**src/rpn_pkg.sv**
```systemverilog
// -----------------------------------------------------------------------------
// rpn_pkg
// Types, codes and constants shared by the relative path normaliser.
// -----------------------------------------------------------------------------
`default_nettype none

package rpn_pkg;

	localparam int unsigned CFG_ADDR_W  = 3;
	localparam int unsigned CFG_DATA_W  = 32;
	localparam int unsigned LEN_W       = 16;
	localparam int unsigned CNT_W       = 17;
	localparam int unsigned QDEPTH      = 4;
	localparam int unsigned QAW         = $clog2(QDEPTH);
	localparam int unsigned QCW         = $clog2(QDEPTH + 1);

	localparam logic [LEN_W-1:0] MAX_LENGTH_RST = 16'd4096;
	localparam logic [CNT_W-1:0] CNT_MAX        = {CNT_W{1'b1}};

	// Register index decoded from the word-aligned byte address.
	localparam logic REG_MAX_LENGTH = 1'b0;

	localparam logic [7:0] CH_SLASH  = 8'h2F;
	localparam logic [7:0] CH_DOT    = 8'h2E;
	localparam logic [7:0] CH_BSLASH = 8'h5C;
	localparam logic [7:0] CH_NUL    = 8'h00;
	localparam logic [7:0] CH_COLON  = 8'h3A;

	localparam logic [3:0] ST_OK       = 4'd0;
	localparam logic [3:0] ST_EMPTY    = 4'd1;
	localparam logic [3:0] ST_TOO_LONG = 4'd2;
	localparam logic [3:0] ST_NULL     = 4'd3;
	localparam logic [3:0] ST_BSLASH   = 4'd4;
	localparam logic [3:0] ST_ABSOLUTE = 4'd5;
	localparam logic [3:0] ST_DRIVE    = 4'd6;
	localparam logic [3:0] ST_DOTDOT   = 4'd7;
	localparam logic [3:0] ST_NOTHING  = 4'd8;

	typedef enum logic [3:0] {
		PH_START = 4'b0001,
		PH_DOT1  = 4'b0010,
		PH_DOT2  = 4'b0100,
		PH_NAME  = 4'b1000
	} phase_t;

	typedef struct packed {
		logic nul;
		logic bslash;
		logic absol;
		logic drive;
		logic dotdot;
	} err_flags_t;

	// Command for the back end: the words one input byte causes.
	typedef struct packed {
		logic       slash;
		logic [1:0] ndots;
		logic       has_char;
		logic [7:0] ch;
		logic       verdict;
		logic [3:0] status;
	} cmd_t;

	typedef struct packed {
		logic push;
		cmd_t cmd;
	} q_wr_t;

	typedef struct packed {
		logic nonempty;
		cmd_t cmd;
	} q_rd_t;

endpackage

`default_nettype wire

```
**src/rpn_if.sv**
```systemverilog
// -----------------------------------------------------------------------------
// rpn_if
// Valid/ready channels for path bytes in and normalised words out.
// -----------------------------------------------------------------------------
`default_nettype none

interface rpn_in_if;
	logic       valid;
	logic       ready;
	logic [7:0] char_code;
	logic       no_char;
	logic       last;

	modport source (output valid, char_code, no_char, last, input ready);
	modport sink (input valid, char_code, no_char, last, output ready);
endinterface

interface rpn_out_if;
	logic       valid;
	logic       ready;
	logic [7:0] out_char;
	logic       char_valid;
	logic       path_done;
	logic [3:0] status;
	logic       run_last;

	modport source (output valid, out_char, char_valid, path_done, status, run_last,
		input ready);
	modport sink (input valid, out_char, char_valid, path_done, status, run_last,
		output ready);
endinterface

`default_nettype wire

```
**src/rpn_front.sv**
```systemverilog
// -----------------------------------------------------------------------------
// rpn_front
// Classifies each path byte, tracks segment state and errors, issues commands.
// -----------------------------------------------------------------------------
`default_nettype none

module rpn_front import rpn_pkg::*; (
	input  wire logic             clk,
	input  wire logic             arst_n,
	input  wire logic [LEN_W-1:0] max_length,
	input  wire logic             q_full,
	rpn_in_if.sink                chars,
	output q_wr_t                 q_wr
);

	phase_t             phase_q, phase_n, phase_c;
	logic [CNT_W-1:0]   cnt_q, cnt_n;
	logic               emitted_q, emitted_n;
	err_flags_t         flags_q, flags_n;
	cmd_t               cmd;
	logic               accept;
	logic [7:0]         c;

	assign chars.ready = !q_full;
	assign accept      = chars.valid && chars.ready;
	assign c           = chars.char_code;

	always_comb begin
		phase_c   = phase_q;
		cnt_n     = cnt_q;
		emitted_n = emitted_q;
		flags_n   = flags_q;
		cmd       = '0;
		if (!chars.no_char) begin
			if (cnt_q != CNT_MAX) begin
				cnt_n = cnt_q + 1'b1;
			end
			if (c == CH_NUL) flags_n.nul = 1'b1;
			if (c == CH_BSLASH) flags_n.bslash = 1'b1;
			if (cnt_q == '0 && c == CH_SLASH) flags_n.absol = 1'b1;
			if (cnt_q == CNT_W'(1) && c == CH_COLON) flags_n.drive = 1'b1;
			if (c == CH_SLASH) begin
				if (phase_q == PH_DOT2) flags_n.dotdot = 1'b1;
				phase_c = PH_START;
			end else if (c == CH_DOT && phase_q == PH_START) begin
				phase_c = PH_DOT1;
			end else if (c == CH_DOT && phase_q == PH_DOT1) begin
				phase_c = PH_DOT2;
			end else begin
				if (phase_q == PH_DOT1) cmd.ndots = 2'd1;
				else if (phase_q == PH_DOT2) cmd.ndots = 2'd2;
				if (phase_q != PH_NAME) begin
					cmd.slash = emitted_q;
					emitted_n = 1'b1;
				end
				cmd.has_char = 1'b1;
				cmd.ch       = c;
				phase_c      = PH_NAME;
			end
		end
		phase_n = phase_c;
		if (chars.last) begin
			if (phase_c == PH_DOT2) flags_n.dotdot = 1'b1;
			cmd.verdict = 1'b1;
			if (cnt_n == '0) cmd.status = ST_EMPTY;
			else if (cnt_n > {1'b0, max_length}) cmd.status = ST_TOO_LONG;
			else if (flags_n.nul) cmd.status = ST_NULL;
			else if (flags_n.bslash) cmd.status = ST_BSLASH;
			else if (flags_n.absol) cmd.status = ST_ABSOLUTE;
			else if (flags_n.drive) cmd.status = ST_DRIVE;
			else if (flags_n.dotdot) cmd.status = ST_DOTDOT;
			else if (!emitted_n) cmd.status = ST_NOTHING;
			else cmd.status = ST_OK;
			phase_n   = PH_START;
			cnt_n     = '0;
			emitted_n = 1'b0;
			flags_n   = '0;
		end
	end

	assign q_wr.push = accept && (cmd.has_char || cmd.verdict);
	assign q_wr.cmd  = cmd;

	always_ff @(posedge clk or negedge arst_n) begin
		if (!arst_n) begin
			phase_q   <= PH_START;
			cnt_q     <= '0;
			emitted_q <= 1'b0;
			flags_q   <= '0;
		end else if (accept) begin
			phase_q   <= phase_n;
			cnt_q     <= cnt_n;
			emitted_q <= emitted_n;
			flags_q   <= flags_n;
		end
	end

endmodule

`default_nettype wire

```
**src/rpn_queue.sv**
```systemverilog
// -----------------------------------------------------------------------------
// rpn_queue
// Short command queue between the front and back ends.
// -----------------------------------------------------------------------------
`default_nettype none

module rpn_queue import rpn_pkg::*; (
	input  wire logic  clk,
	input  wire logic  arst_n,
	input  wire q_wr_t q_wr,
	input  wire logic  pop,
	output logic       full,
	output q_rd_t      q_rd
);

	cmd_t           mem_q [QDEPTH];
	logic [QAW-1:0] wr_ptr_q, rd_ptr_q;
	logic [QCW-1:0] count_q;
	logic           do_pop;

	assign full        = (count_q == QCW'(QDEPTH));
	assign q_rd.nonempty = (count_q != '0);
	assign q_rd.cmd    = mem_q[rd_ptr_q];
	assign do_pop      = pop && q_rd.nonempty;

	always_ff @(posedge clk) begin
		if (q_wr.push) begin
			mem_q[wr_ptr_q] <= q_wr.cmd;
		end
	end

	always_ff @(posedge clk or negedge arst_n) begin
		if (!arst_n) begin
			wr_ptr_q <= '0;
			rd_ptr_q <= '0;
			count_q  <= '0;
		end else begin
			if (q_wr.push) wr_ptr_q <= wr_ptr_q + 1'b1;
			if (do_pop) rd_ptr_q <= rd_ptr_q + 1'b1;
			if (q_wr.push && !do_pop) count_q <= count_q + 1'b1;
			else if (!q_wr.push && do_pop) count_q <= count_q - 1'b1;
		end
	end

endmodule

`default_nettype wire

```
**src/rpn_back.sv**
```systemverilog
// -----------------------------------------------------------------------------
// rpn_back
// Expands each command into words, one word per cycle unless the output stalls.
// -----------------------------------------------------------------------------
`default_nettype none

module rpn_back import rpn_pkg::*; (
	input  wire logic  clk,
	input  wire logic  arst_n,
	input  wire q_rd_t q_rd,
	output logic       pop,
	rpn_out_if.source  results
);

	cmd_t       cur_q, cur_n;
	logic       cur_valid_q;
	logic       can_emit, final_word;
	logic       out_valid_q;
	logic [7:0] out_char_q, ch_n;
	logic       char_valid_q, path_done_q, run_last_q;
	logic [3:0] status_q;

	assign can_emit = cur_valid_q && (!out_valid_q || results.ready);

	always_comb begin
		cur_n = cur_q;
		ch_n  = '0;
		if (cur_q.slash) begin
			ch_n        = CH_SLASH;
			cur_n.slash = 1'b0;
		end else if (cur_q.ndots != '0) begin
			ch_n        = CH_DOT;
			cur_n.ndots = cur_q.ndots - 1'b1;
		end else if (cur_q.has_char) begin
			ch_n           = cur_q.ch;
			cur_n.has_char = 1'b0;
		end else begin
			cur_n.verdict = 1'b0;
		end
	end

	assign final_word = !cur_n.slash && cur_n.ndots == '0 && !cur_n.has_char
		&& !cur_n.verdict;
	assign pop = q_rd.nonempty && (!cur_valid_q || (can_emit && final_word));

	always_ff @(posedge clk or negedge arst_n) begin
		if (!arst_n) begin
			cur_valid_q <= 1'b0;
			out_valid_q <= 1'b0;
		end else begin
			if (pop) cur_valid_q <= 1'b1;
			else if (can_emit && final_word) cur_valid_q <= 1'b0;
			if (can_emit) out_valid_q <= 1'b1;
			else if (results.ready) out_valid_q <= 1'b0;
		end
	end

	always_ff @(posedge clk) begin
		if (pop) begin
			cur_q <= q_rd.cmd;
		end else if (can_emit) begin
			cur_q <= cur_n;
		end
		if (can_emit) begin
			out_char_q   <= ch_n;
			char_valid_q <= !cur_q.verdict || cur_q.has_char || cur_q.slash
				|| cur_q.ndots != '0;
			path_done_q  <= !(cur_q.has_char || cur_q.slash || cur_q.ndots != '0);
			status_q     <= (cur_q.has_char || cur_q.slash || cur_q.ndots != '0)
				? ST_OK : cur_q.status;
			run_last_q   <= final_word;
		end
	end

	assign results.valid      = out_valid_q;
	assign results.out_char   = out_char_q;
	assign results.char_valid = char_valid_q;
	assign results.path_done  = path_done_q;
	assign results.status     = status_q;
	assign results.run_last   = run_last_q;

endmodule

`default_nettype wire

```
**src/relative_path_normaliser.sv**
```systemverilog
// -----------------------------------------------------------------------------
// relative_path_normaliser
// Streams a relative path in normalised form and ends it with a verdict word.
// -----------------------------------------------------------------------------
// A byte's command goes into the command queue, then the back end's current
// command register; its words leave through the output register. Throughput:
// one byte per cycle while the queue is not full; a byte that causes k words
// holds the back end for them all, and the four-entry queue absorbs such bursts.
// Reset: max_length returns to 4096, path state clears and the queue empties.
`default_nettype none

module relative_path_normaliser import rpn_pkg::*; (
	input  wire logic                  clk,
	input  wire logic                  arst_n,
	rpn_in_if.sink                     chars,
	rpn_out_if.source                  results,
	input  wire logic                  psel,
	input  wire logic                  penable,
	input  wire logic                  pwrite,
	input  wire logic [CFG_ADDR_W-1:0] paddr,
	input  wire logic [CFG_DATA_W-1:0] pwdata,
	output logic      [CFG_DATA_W-1:0] prdata,
	output logic                       pready
);

	logic [LEN_W-1:0] max_length_q;
	q_wr_t            q_wr;
	q_rd_t            q_rd;
	logic             q_full, pop;

	assign pready = 1'b1;
	assign prdata = (paddr[2] == REG_MAX_LENGTH)
		? {{(CFG_DATA_W-LEN_W){1'b0}}, max_length_q} : '0;

	always_ff @(posedge clk or negedge arst_n) begin
		if (!arst_n) begin
			max_length_q <= MAX_LENGTH_RST;
		end else if (psel && penable && pwrite && paddr[2] == REG_MAX_LENGTH) begin
			max_length_q <= pwdata[LEN_W-1:0];
		end
	end

	rpn_front u_front (
		.clk        (clk),
		.arst_n     (arst_n),
		.max_length (max_length_q),
		.q_full     (q_full),
		.chars      (chars),
		.q_wr       (q_wr)
	);

	rpn_queue u_queue (
		.clk    (clk),
		.arst_n (arst_n),
		.q_wr   (q_wr),
		.pop    (pop),
		.full   (q_full),
		.q_rd   (q_rd)
	);

	rpn_back u_back (
		.clk     (clk),
		.arst_n  (arst_n),
		.q_rd    (q_rd),
		.pop     (pop),
		.results (results)
	);

endmodule

`default_nettype wire

```
**src/flat_wrapper.sv**
```systemverilog
// flat-port wrapper written by rule: the top's interface ports become plain ports
module relative_path_normaliser_flat import rpn_pkg::*;
  (clk, arst_n, psel, penable, pwrite, paddr, pwdata, prdata, pready, chars_valid, chars_char_code, chars_no_char, chars_last, chars_ready, results_valid, results_out_char, results_char_valid, results_path_done, results_status, results_run_last, results_ready);
  rpn_in_if chars_i ();
  rpn_out_if results_i ();
  input  wire logic clk;
  input  wire logic arst_n;
  input  wire logic psel;
  input  wire logic penable;
  input  wire logic pwrite;
  input  wire logic [CFG_ADDR_W-1:0] paddr;
  input  wire logic [CFG_DATA_W-1:0] pwdata;
  output logic      [CFG_DATA_W-1:0] prdata;
  output logic pready;
  input wire logic [$bits(chars_i.valid)-1:0] chars_valid;
  input wire logic [$bits(chars_i.char_code)-1:0] chars_char_code;
  input wire logic [$bits(chars_i.no_char)-1:0] chars_no_char;
  input wire logic [$bits(chars_i.last)-1:0] chars_last;
  output wire logic [$bits(chars_i.ready)-1:0] chars_ready;
  output wire logic [$bits(results_i.valid)-1:0] results_valid;
  output wire logic [$bits(results_i.out_char)-1:0] results_out_char;
  output wire logic [$bits(results_i.char_valid)-1:0] results_char_valid;
  output wire logic [$bits(results_i.path_done)-1:0] results_path_done;
  output wire logic [$bits(results_i.status)-1:0] results_status;
  output wire logic [$bits(results_i.run_last)-1:0] results_run_last;
  input wire logic [$bits(results_i.ready)-1:0] results_ready;
  assign chars_i.valid = chars_valid;
  assign chars_i.char_code = chars_char_code;
  assign chars_i.no_char = chars_no_char;
  assign chars_i.last = chars_last;
  assign chars_ready = chars_i.ready;
  assign results_valid = results_i.valid;
  assign results_out_char = results_i.out_char;
  assign results_char_valid = results_i.char_valid;
  assign results_path_done = results_i.path_done;
  assign results_status = results_i.status;
  assign results_run_last = results_i.run_last;
  assign results_i.ready = results_ready;
  relative_path_normaliser u_core (.clk(clk), .arst_n(arst_n), .chars(chars_i), .results(results_i), .psel(psel), .penable(penable), .pwrite(pwrite), .paddr(paddr), .pwdata(pwdata), .prdata(prdata), .pready(pready));
endmodule
```
**config.mk**
```make
export PLATFORM = sky130hd
export DESIGN_NAME = relative_path_normaliser_flat
export DESIGN_NICKNAME = d
export VERILOG_FILES = /design/src/rpn_pkg.sv /design/src/rpn_if.sv /design/src/rpn_front.sv /design/src/rpn_queue.sv /design/src/rpn_back.sv /design/src/relative_path_normaliser.sv /design/src/flat_wrapper.sv
export SDC_FILE = /design/constraint.sdc
export NUM_CORES = 1
export LEC_CHECK = 0
export BUFFER_PORTS_ARGS = -buffer_cell sky130_fd_sc_hd__buf_2
export CAP_MARGIN = 10
export CORE_ASPECT_RATIO = 0.9
export CORE_MARGIN = 5
export CORE_UTILIZATION = 44
export CTS_CLUSTER_DIAMETER = 80
export DETAILED_ROUTE_END_ITERATION = 12
export GPL_TIMING_DRIVEN = 0
export PLACE_DENSITY_LB_ADDON = 0.2
export SYNTH_ARGS = -nofsm -noshare
export SYNTH_HDL_FRONTEND = slang
export SYNTH_SLANG_ARGS = --single-unit
```
**constraint.sdc**
```tcl
create_clock -name clk -period 4.1 [get_ports clk]
set_input_delay 0.82 -clock clk [delete_from_list [all_inputs] [get_ports clk]]
set_output_delay 0.82 -clock clk [all_outputs]
set_load 0.01 [all_outputs]
```
==> flow_summary_export.csv, run 1 <==
group,metric,value,unit
drt,first_iter_violations,356,
synthesis,synth_enable_flop_cells,100,
setup_path,timing.rr.start,"u_core.u_front.cnt_q[0]$_DFFE_PN0P_",
synthesis,synth.area.top_cells,"edfxtp_1 39%, dfrtp_1 16%, mux4_2 5.0%",
setup_path,worstPathRequired,4.32,ns
drt,drt-total-wl,17.6,mm
setup_path,reg2reg_to,"u_core.u_queue.mem_q[2][2]$_DFFE_PP_",
power,p_int,3450,µW
placed_design,hpwlAfterDp,12.8,mm
synthesis,synth_area,7690,µm²
setup_path,crit_type,"reg2reg",
global_route,overflow,0,
drt,firstDrtPassIters,5,
timing,slew_headroom,37.7,%
floorplan,rows,45,
timing,fin_crit,3.86,ns
placed_design,place_congestion,0.902,
clock_tree,htree_levels,4,
layout,num_antenna_cells,0,
setup_path,crit_fanout,9,
setup_path,critPathLaunchType,"register",
synthesis,yosysWarnings,0,
setup_path,r2r_cells,15,
drt,avgRoutedWirePerCell,17.8,µm
drt,viasPerCell,5.31,
synthesis,synth_ff_type,"edfxtp_1",
synthesis,ys_ff_latch,152,
timing,min_period_over_period,94.2,%
power,p_total,5120,µW
worst_hold_path,holdCritPathClass,"in2async",
synthesis,synth_area_per_cell,12.0,µm²
floorplan,initial_core_util,45.2,%
global_route,grt_max_degree,37,
clock_tree,numCtsBuffers,17,
setup_path,endpoint_kind,"register",
synthesis,synth_most_common_cell,"edfxtp_1",
clock_tree,clkLatencyLatePin,0.42,ns
drt,num_vias,5245,
synthesis,synth_top_area_share,39.0,%
clock_tree,root_buffer,"clkbuf_16",
clock_tree,cts_sinks,152,
power,pwr-share-comb,28.7,%
global_route,grt_pass1_vias,5204,
clock_tree,cts.path.max_buffers,2,
placed_design,port_buffers,64,
timing,rsz0062_at_grt,"false",
global_route,antenna_found_initial,0,
clock_tree,cts_hold_repair.buffers,0,
floorplan,die_y,135,µm
synthesis,synth.top_cells.by_count,"100 x edfxtp_1, 64 x nand2_1, 50 x dfrtp_1",
timing,clock_skew,0.0128,ns
synthesis,synth.yosys.seq_area_share,56.0,%
power,sequentialPowerShare,43.0,%
layout,instances_no_fill,987,
floorplan,io-pin-count,102,
placed_design,dp_cells,954,
global_route,grt_usage,17.8,%
setup_path,r2r_slack,0.24,ns
power,pwr-share-clk,28.3,%
global_route,grt_pass1_wl,28.1,mm
timing,slew_viol_final,0,
layout,drive_gt1_share,24.7,%
status,status,"completed",
timing,finalHoldViolCount,0,
timing,fmax,0.259,GHz
power,ir_drop,0.284,mV
clock_tree,cts_tree,"done",
floorplan,dieArea,20200,µm²
synthesis,synthCells,639,
timing,finalSetupTns,0,ns
job,maxCapViolCount,0,
drt,ant_nets,0,
layout,syn2layout_area_growth,17.0,%
floorplan,core-area,17000,µm²
setup_path,arrival,4.08,ns
power,netSwitchingFraction,32.6,%
power,p_switching,1670,µW
floorplan,die_w,149,µm
timing,setup_violations,0,
timing,worst_slew_pin_slew,0.935,ns
layout,fin_util,52.9,%
drt,drcViolationCount,0,
synthesis,yosys.area.top_type,"edfxtp_1",
synthesis,ys_types,68,
power,cellLeakagePower,0.00367,µW
layout,final_net_count,816,
clock_tree,clk_pin_slew,0.07,ns
synthesis,postSynth.asyncResetShare,34.2,%
power,power.density,569,nW/µm²
[final cells by class]
class / instances / area (µm²)
clock inverters: 14 / 115
fillers: 1468 / 8000
clock buffers: 18 / 429
multi-input cells: 423 / 3100
well taps: 235 / 294
repair buffers: 66 / 348
inverters: 31 / 116
plain buffers: 48 / 289
flip-flops and latches: 152 / 4310
[state kept, by name (all words and copies together), names as in the netlist, 2 cells and up]
register                        cells
u_core.u_back.cur_n                12
u_core.u_back.results.out_char      8
u_core.u_front.cnt_q               17
u_core.u_back.results.status        4
u_core.u_queue.count_q              3
u_core.u_front.flags_q              5
u_core.u_queue.rd_ptr_q             2
u_core.u_queue.mem_q               68
u_core.max_length_q                16
u_core.u_front.phase_q              4
u_core.u_queue.wr_ptr_q             2
u_core.u_back.cur_q                 5
[power by group through the flow]
stage,clock (µW),sequential [µW],combinational (µW)
finish,1450,2200,1470
global route,1540,2240,1640
CTS,1470,2200,1480
detailed placement,0,2230,1470
global placement,0,2210,1420
floorplan,0,2210,1020
[cell usage in the layout (no fill, tap or decap), types with 4 or more instances in the layout]
cell / instances
clkbuf_1: 20
edfxtp_1: 100
a22o_1: 5
mux4_2: 17
nand3_1: 10
buf_2: 67
dfrtp_1: 49
and3_1: 6
clkinvlp_4: 5
nand4_1: 11
inv_1: 31
a21o_1: 4
xnor2_1: 9
nand2_1: 64
nor3_1: 11
nor2_1: 41
clkbuf_16: 17
mux2i_1: 6
o21ai_0: 31
ha_1: 24
a21oi_1: 24
buf_4: 23
inv_6: 4
mux2_2: 18
nor4_1: 10
and2_1: 35
conb_1: 17
xor2_1: 8
[timing repair]
item | CTS | global route
setup endpoints to repair | 16 | 16
gates resized for setup | 10 | 5
buffers inserted | 1 | 0
pin swaps | 1 | 3
[routing by layer]
metal,GRT usage [%],routed length (µm),up-vias
li1,-,-,2516
met2,28.4,8440,137
met5,0,0,-
met1,24.7,8060,2574
met3,4.22,903,18
met4,4.83,184,0
[worst max-delay path by stage]
stage                                                   start                                   end  slack, ns  cells past startpoint
after floorplan                                 chars_no_char  u_core.u_queue.mem_q[0][2]$_DFFE_PP_       0.44                     13
after global placement    u_core.u_front.cnt_q[0]$_DFFE_PN0P_  u_core.u_queue.mem_q[0][2]$_DFFE_PP_      -0.72                     15
after detailed placement  u_core.u_front.cnt_q[0]$_DFFE_PN0P_  u_core.u_queue.mem_q[0][2]$_DFFE_PP_      -0.68                     15
after CTS                 u_core.u_front.cnt_q[0]$_DFFE_PN0P_  u_core.u_queue.mem_q[2][2]$_DFFE_PP_       0.04                     15
after global routing      u_core.u_front.cnt_q[0]$_DFFE_PN0P_  u_core.u_queue.mem_q[1][0]$_DFFE_PP_       0.02                     16
final                     u_core.u_front.cnt_q[0]$_DFFE_PN0P_  u_core.u_queue.mem_q[2][2]$_DFFE_PP_       0.24                     15
[cell families after synthesis]
logic type / after synthesis / synth area share, %
other: 2 / 0.0976
xor gates and xnor gates: 17 / 1.94
DFF: 152 / 56.0
AOI/OAI and AO/OA: 96 / 8.16
adders and majority gates: 25 / 4.16
and+or+nand+nor: 227 / 16.0
buffers and inverters: 79 / 5.27
muxes: 41 / 8.39
[metrics by stage]
stage | instance area (µm²) | worst slack, ns | hold WS, ns
global placement | 8360 | -0.722 | 0.481
global route | 9000 | 0.0246 | 0.348
CTS | 8980 | 0.0448 | 0.335
finish | 9000 | 0.239 | 0.326
detailed placement | 8380 | -0.681 | 0.494
floorplan | 7750 | 0.439 | 0.463
[worst max-delay path: stages, from the launching register on]
cell	delay [ns]
dfrtp_2	0.47
ha_1	0.30
and2_1	0.20
and2_4	0.14
buf_6	0.13
a21oi_4	0.22
nor3b_4	0.27
xor2_1	0.12
ha_1	0.21
a211oi_1	0.22
nor2_1	0.10
a2111oi_2	0.36
o311ai_0	0.15
a21boi_1	0.29
nand2_1	0.20
nor3_4	0.28
(Power assumes the default switching activity.)
==> run 2: changes to the inputs <==
--- a/config.mk
+++ b/config.mk
@@ -9,7 +9,7 @@
 export CAP_MARGIN = 10
 export CORE_ASPECT_RATIO = 0.9
 export CORE_MARGIN = 5
-export CORE_UTILIZATION = 44
+export CORE_UTILIZATION = 58
 export CTS_CLUSTER_DIAMETER = 80
 export DETAILED_ROUTE_END_ITERATION = 12
 export GPL_TIMING_DRIVEN = 0
==> run 2 against run 1 <==
Utilization rose by 15 points. Critical path depth fell by 2. Via count rose by 2.3%. Global-route usage rose by 5.4 points. Combinational power barely moved. Clock skew fell by 0.0035 ns. First-iteration DRC count rose by 0.28%. Total power rose by 0.77%. Sequential power barely moved. Critical endpoint is now u_core.u_queue.mem_q[1][3]$_DFFE_PP_.
==> flow_summary_export.csv, run 2 (same netlist as run 1, synthesis figures left out) <==
group,metric,value,unit
timing,fmax,0.253,GHz
drt,drt-total-wl,17.7,mm
global_route,overflow,0,
setup_path,arrival,4.20,ns
placed_design,dp_cells,886,
setup_path,crit_fanout,10,
layout,largestRegisters,"u_core.u_queue.mem_q: 68 flops, u_core.u_front.cnt_q: 17 flops, u_core.max_length_q: 16 flops",
layout,instances_no_fill,920,
drt,ant_nets,0,
global_route,grt_pass1_vias,5090,
timing,finalHoldViolCount,0,
setup_path,crit_chain,"buf_4 -> nand4_4 -> nor4_2 -> a21oi_4 -> o21ai_0 -> ha_1 -> nand4_1 -> nor3_1 -> a2111oi_1 -> o311ai_0 -> a21boi_1 -> nand2_1 -> nor3_4",
clock_tree,root_buffer,"clkbuf_16",
timing,min_period_over_period,96.6,%
status,status,"completed",
drt,firstDrtPassIters,6,
placed_design,dpl_worst_slack,-0.665,ns
floorplan,io-pin-count,102,
placed_design,place_area,8280,µm²
timing,setup_violations,0,
clock_tree,cts.path.max_buffers,2,
timing,slew_viol_final,0,
power,ir_drop,0.397,mV
setup_path,critPathMaxStageDelay,0.60,ns
setup_path,critPathSlowestCell,"nor4_2",
floorplan,initial_core_util,58.5,%
timing,clock_skew,0.00932,ns
floorplan,rows,40,
setup_path,path_delay_family,"compound AO/OA/AOI/OAI gates",
drt,avgRoutedWirePerCell,19.2,µm
global_route,grt_max_degree,53,
placed_design,place_congestion,0.907,
setup_path,path_buf_inv,1,
setup_path,endpoint_kind,"register",
drt,first_iter_violations,357,
drt,viasPerCell,5.83,
setup_path,crit_type,"reg2reg",
worst_hold_path,holdCritPathClass,"in2async",
timing,slew_headroom,39.5,%
drt,num_vias,5364,
clock_tree,numCtsBuffers,17,
job,maxCapViolCount,0,
floorplan,dieArea,15700,µm²
floorplan,die_w,131,µm
power,cellLeakagePower,0.00369,µW
floorplan,core-area,13200,µm²
layout,final_net_count,816,
power,p_switching,1670,µW
placed_design,hpwlAfterDp,12.7,mm
layout,largest_register_ffs,68,
timing,fin_crit,3.96,ns
clock_tree,cts_tree,"done",
drt,drcViolationCount,0,
power,pwr-share-comb,28.8,%
setup_path,worstPathRequired,4.34,ns
power,p_int,3490,µW
layout,num_antenna_cells,0,
global_route,antenna_found_initial,0,
layout,drive_gt1_share,24.9,%
placed_design,port_buffers,64,
layout,design_area,8910,µm²
power,pwr-share-clk,28.4,%
power,netSwitchingFraction,32.4,%
clock_tree,clk_pin_slew,0.06,ns
timing,setup_ws,0.140,ns
floorplan,die_y,119,µm
clock_tree,cts_hold_repair.buffers,0,
power,sequentialPowerShare,42.8,%
layout,fillers,969,
layout,syn2layout_area_growth,15.9,%
global_route,grt_pass1_wl,28.2,mm
power,power.density,579,nW/µm²
layout,final_common_cell,"edfxtp_1",
clock_tree,clkLatencyLatePin,0.43,ns
layout,regMostFlops,"u_core.u_queue.mem_q",
timing,worst_slew_pin_slew,0.908,ns
clock_tree,htree_levels,4,
layout,final_cell_mix,"100 x edfxtp_1, 66 x buf_2, 64 x nand2_1",
clock_tree,cts_sinks,152,
global_route,grt_usage,23.2,%
setup_path,critPathLaunchType,"register",
## run 2: changes by cell type in the layout (fill, tap and decap cells not counted), sizes merged
cell      previous run  this run
inv                 38        33
clkinv               2        10
clkinvlp             5         0
clkbuf              37        39
## run 2: final cells by class
| type | instances | area, µm² | share of cell area (%) |
|---|---|---|---|
| buffer | 48 | 289 | 3.24 |
| clock buffer | 20 | 465 | 5.22 |
| clock inverter | 12 | 95.1 | 1.07 |
| inverter | 31 | 116 | 1.31 |
| multi-input combinational | 423 | 3090 | 34.7 |
| sequential | 152 | 4310 | 48.3 |
| tap | 168 | 210 | 2.36 |
| timing repair buffer | 66 | 338 | 3.79 |
## run 2: power groups by stage
stage / clock network (µW) / logic [µW] / registers [µW]
floorplan: 0 / 1020 / 2210
global placement: 0 / 1410 / 2210
detailed placement: 0 / 1470 / 2230
CTS: 1480 / 1500 / 2210
global route: 1560 / 1650 / 2250
finish: 1460 / 1490 / 2210
## run 2: layer usage
| layer | vias up | GRT usage, % | wire, µm |
|---|---|---|---|
| li1 | 2499 | - | - |
| met3 | 27 | 6.93 | 1070 |
| met4 | 0 | 6.62 | 277 |
| met2 | 172 | 35.3 | 8430 |
| met5 | - | 0 | 0 |
| met1 | 2666 | 32.8 | 7920 |
## run 2: per-stage QoR
stage / hold slack (ns) / power [µW] / setup TNS, ns / util, %
finish: 0.430 / 5160 / 0 / 67.7
detailed placement: 0.495 / 3710 / -7.85 / 62.9
floorplan: 0.463 / 3230 / 0 / -
global placement: 0.482 / 3620 / -6.42 / 62.9
global route: 0.469 / 5460 / -0.0884 / 67.7
CTS: 0.513 / 5190 / 0 / 67.5
## run 2: final timing paths
check / from / cells after the start / slack [ns] / to
max: u_core.u_front.cnt_q[3]$_DFFE_PN0P_ / 13 / 0.14 / u_core.u_queue.mem_q[1][3]$_DFFE_PP_
min: arst_n / 1 / 0.43 / u_core.max_length_q[9]$_DFFE_PN0P_
max reg2reg: u_core.u_front.cnt_q[3]$_DFFE_PN0P_ / 13 / 0.14 / u_core.u_queue.mem_q[1][3]$_DFFE_PP_
min reg2reg: u_core.max_length_q[15]$_DFFE_PN0P_ / 1 / 0.51 / u_core.max_length_q[15]$_DFFE_PN0P_
max in group asynchronous: arst_n / 1 / 3.14 / u_core.u_front.cnt_q[0]$_DFFE_PN0P_
min in group clk: u_core.max_length_q[15]$_DFFE_PN0P_ / 1 / 0.51 / u_core.max_length_q[15]$_DFFE_PN0P_
## run 2: what timing repair did
action | CTS | global route
pin swaps | 1 | 3
gates resized for setup | 7 | 6
buffers inserted | 1 | 1
endpoints found under the setup margin | 16 | 16
==> run 3: changes to the inputs <==
--- a/config.mk
+++ b/config.mk
@@ -8,11 +8,11 @@
 export BUFFER_PORTS_ARGS = -buffer_cell sky130_fd_sc_hd__buf_2
 export CAP_MARGIN = 10
 export CORE_ASPECT_RATIO = 0.9
-export CORE_MARGIN = 5
+export CORE_MARGIN = 2
 export CORE_UTILIZATION = 58
 export CTS_CLUSTER_DIAMETER = 80
 export DETAILED_ROUTE_END_ITERATION = 12
-export GPL_TIMING_DRIVEN = 0
+export GPL_ROUTABILITY_DRIVEN = 0
 export PLACE_DENSITY_LB_ADDON = 0.2
 export SYNTH_ARGS = -nofsm -noshare
 export SYNTH_HDL_FRONTEND = slang
==> run 3 against run 2 <==
Clock power hardly changed. Non-clock buffer count is 8 lower. Flip-flop and latch count stayed put. Utilization is 1.5 points higher. Final area is 0.29% lower. Sequential share of layout area is 0.13 points higher. Die area is 9.4% lower. Count of clock-buffer cells in the layout is 1 higher. Maximum frequency is 3.1% higher. Clock skew hardly changed. First-iteration DRC count is 61% higher. Final cell count is 1.3% lower. Critical path type unchanged. Largest cell class unchanged. Highest routed layer unchanged.
==> flow_summary_export.csv, run 3 (same netlist as run 1, synthesis figures left out) <==
group,metric,value,unit
clock_tree,numCtsBuffers,17,
timing,slew_viol_final,0,
power,p_switching,1620,µW
placed_design,dpl_worst_slack,-0.316,ns
timing,slew_headroom,41.4,%
power,pwr-share-comb,27.3,%
setup_path,critPathLaunchType,"register",
power,p_int,3510,µW
clock_tree,postCtsSetupBuffers,0,
layout,final_net_count,808,
floorplan,dieArea,14200,µm²
clock_tree,cts_hold_repair.buffers,0,
timing,clock_skew,0.00946,ns
drt,num_vias,5409,
clock_tree,cts.path.max_buffers,2,
timing,worst_slew_pin_slew,0.879,ns
floorplan,die_y,113,µm
floorplan,initial_core_util,59.9,%
timing,finalHoldViolCount,0,
timing,setup_violations,0,
floorplan,core-area,12800,µm²
drt,drt-total-wl,16.9,mm
timing,rsz0062_at_grt,"false",
worst_hold_path,holdCritPathClass,"reg2reg",
setup_path,crit_fanout,8,
placed_design,dp_cells,876,
setup_path,arrival,4.13,ns
timing,setup_ws,0.258,ns
timing,finalSetupTns,0,ns
global_route,grt_usage,25.3,%
layout,final_common_cell,"edfxtp_1",
timing,fmax,0.260,GHz
floorplan,rows,39,
global_route,grt_pass1_vias,5391,
layout,num_antenna_cells,0,
layout,largestRegisters,"u_core.u_queue.mem_q: 68 flops, u_core.u_front.cnt_q: 17 flops, u_core.max_length_q: 16 flops",
power,power.density,578,nW/µm²
layout,drive_gt1_share,26.5,%
setup_path,endpoint_kind,"register",
drt,viasPerCell,5.96,
global_route,grt_max_degree,38,
layout,largest_register_ffs,68,
drt,firstDrtPassIters,5,
drt,first_iter_violations,575,
layout,final_cell_mix,"100 x edfxtp_1, 66 x buf_2, 64 x nand2_1",
clock_tree,clk_pin_slew,0.07,ns
floorplan,die_w,125,µm
global_route,antenna_found_initial,0,
placed_design,place_area,8300,µm²
power,cellLeakagePower,0.00370,µW
global_route,overflow,0,
placed_design,port_buffers,66,
setup_path,crit_type,"reg2reg",
drt,ant_nets,0,
floorplan,io-pin-count,102,
layout,regMostFlops,"u_core.u_queue.mem_q",
clock_tree,clkLatencyLatePin,0.43,ns
drt,drcViolationCount,0,
setup_path,worstPathRequired,4.39,ns
clock_tree,cts_sinks,152,
clock_tree,htree_levels,4,
status,status,"completed",
power,sequentialPowerShare,44.0,%
job,maxCapViolCount,0,
timing,min_period_over_period,93.7,%
global_route,grt_pass1_wl,27.9,mm
clock_tree,cts_tree,"done",
layout,design_area,8890,µm²
layout,syn2layout_area_growth,15.5,%
power,p_total,5140,µW
drt,avgRoutedWirePerCell,18.6,µm
timing,fin_crit,3.84,ns
placed_design,hpwlAfterDp,12.0,mm
power,pwr-share-clk,28.7,%
power,ir_drop,0.406,mV
clock_tree,root_buffer,"clkbuf_16",
layout,instances_no_fill,908,
power,netSwitchingFraction,31.6,%
## run 3: changes by cell type in the layout (fill, tap and decap cells not counted), sizes merged
| cell | previous run | this run |
|---|---|---|
| buf | 95 | 106 |
| clkbuf | 39 | 21 |
| clkinv | 10 | 4 |
| inv | 33 | 38 |
## run 3: power by group through the flow
stage               clock network, µW  logic [µW]  registers, µW
finish                           1470        1400           2260
global route                     1560        1560           2300
CTS                              1490        1410           2260
detailed placement                  0        1390           2290
global placement                    0        1340           2260
floorplan                           0        1020           2210
## run 3: metal layers
layer / vias up / wire [µm] / GRT usage, % / part of all wire (%)
met4: 0 / 223 / 7.26 / 1.3
met1: 2647 / 7370 / 36.5 / 44
met2: 253 / 7900 / 38.5 / 47
met3: 24 / 1360 / 6.57 / 8.1
met5: - / 0 / 0 / 0
li1: 2485 / - / - / -
## run 3: final timing paths
kind,start,end,slack [ns],cells after the start
max in group asynchronous,arst_n,u_core.u_queue.wr_ptr_q[1]$_DFFE_PN0P_,2.79,2
worst min register to register,u_core.max_length_q[10]$_DFFE_PN0P_,u_core.max_length_q[10]$_DFFE_PN0P_,0.50,1
worst max-delay path,u_core.u_front.cnt_q[5]$_DFFE_PN0P_,u_core.u_queue.mem_q[2][3]$_DFFE_PP_,0.26,15
worst min-delay path,u_core.max_length_q[10]$_DFFE_PN0P_,u_core.max_length_q[10]$_DFFE_PN0P_,0.50,1
min in group asynchronous,arst_n,u_core.u_front.cnt_q[12]$_DFFE_PN0P_,0.52,1
worst max register to register,u_core.u_front.cnt_q[5]$_DFFE_PN0P_,u_core.u_queue.mem_q[2][3]$_DFFE_PP_,0.26,15
## run 3: timing repair
item                       4_1_cts  5_1_grt
setup endpoints to repair       16       16
gates resized for setup          3        5
gates cloned                     0        0
## run 3: through the flow
| stage | util (%) | hold WS, ns |
|---|---|---|
| final | 69.3 | 0.505 |
| after global routing | 69.3 | 0.525 |
| after CTS | 69.1 | 0.506 |
| after detailed placement | 64.6 | 0.493 |
| after global placement | 64.6 | 0.485 |
| after floorplan | - | 0.463 |
## run 3: critical path: stages (launching register included)
cell and delay (ns):
dfrtp_1 0.56, nand4_4 0.17, buf_4 0.20, nor4_4 0.35, nor2_2 0.10, xor2_1 0.30
ha_1 0.32, a21oi_1 0.13, o21ai_0 0.13, a2111oi_2 0.41, o311ai_0 0.15, a21boi_0 0.28
buf_4 0.17, nand2_1 0.07, nor3_1 0.21, buf_4 0.15
## run 3: cell type report
| cell class | count | area (µm²) |
|---|---|---|
| clock inverter | 11 | 82.6 |
| inverter | 31 | 116 |
| sequential | 152 | 4310 |
| clock buffer | 21 | 475 |
| timing repair buffer | 106 | 631 |
| tap | 164 | 205 |
| fill | 905 | 3950 |
| multi-input combinational | 423 | 3070 |
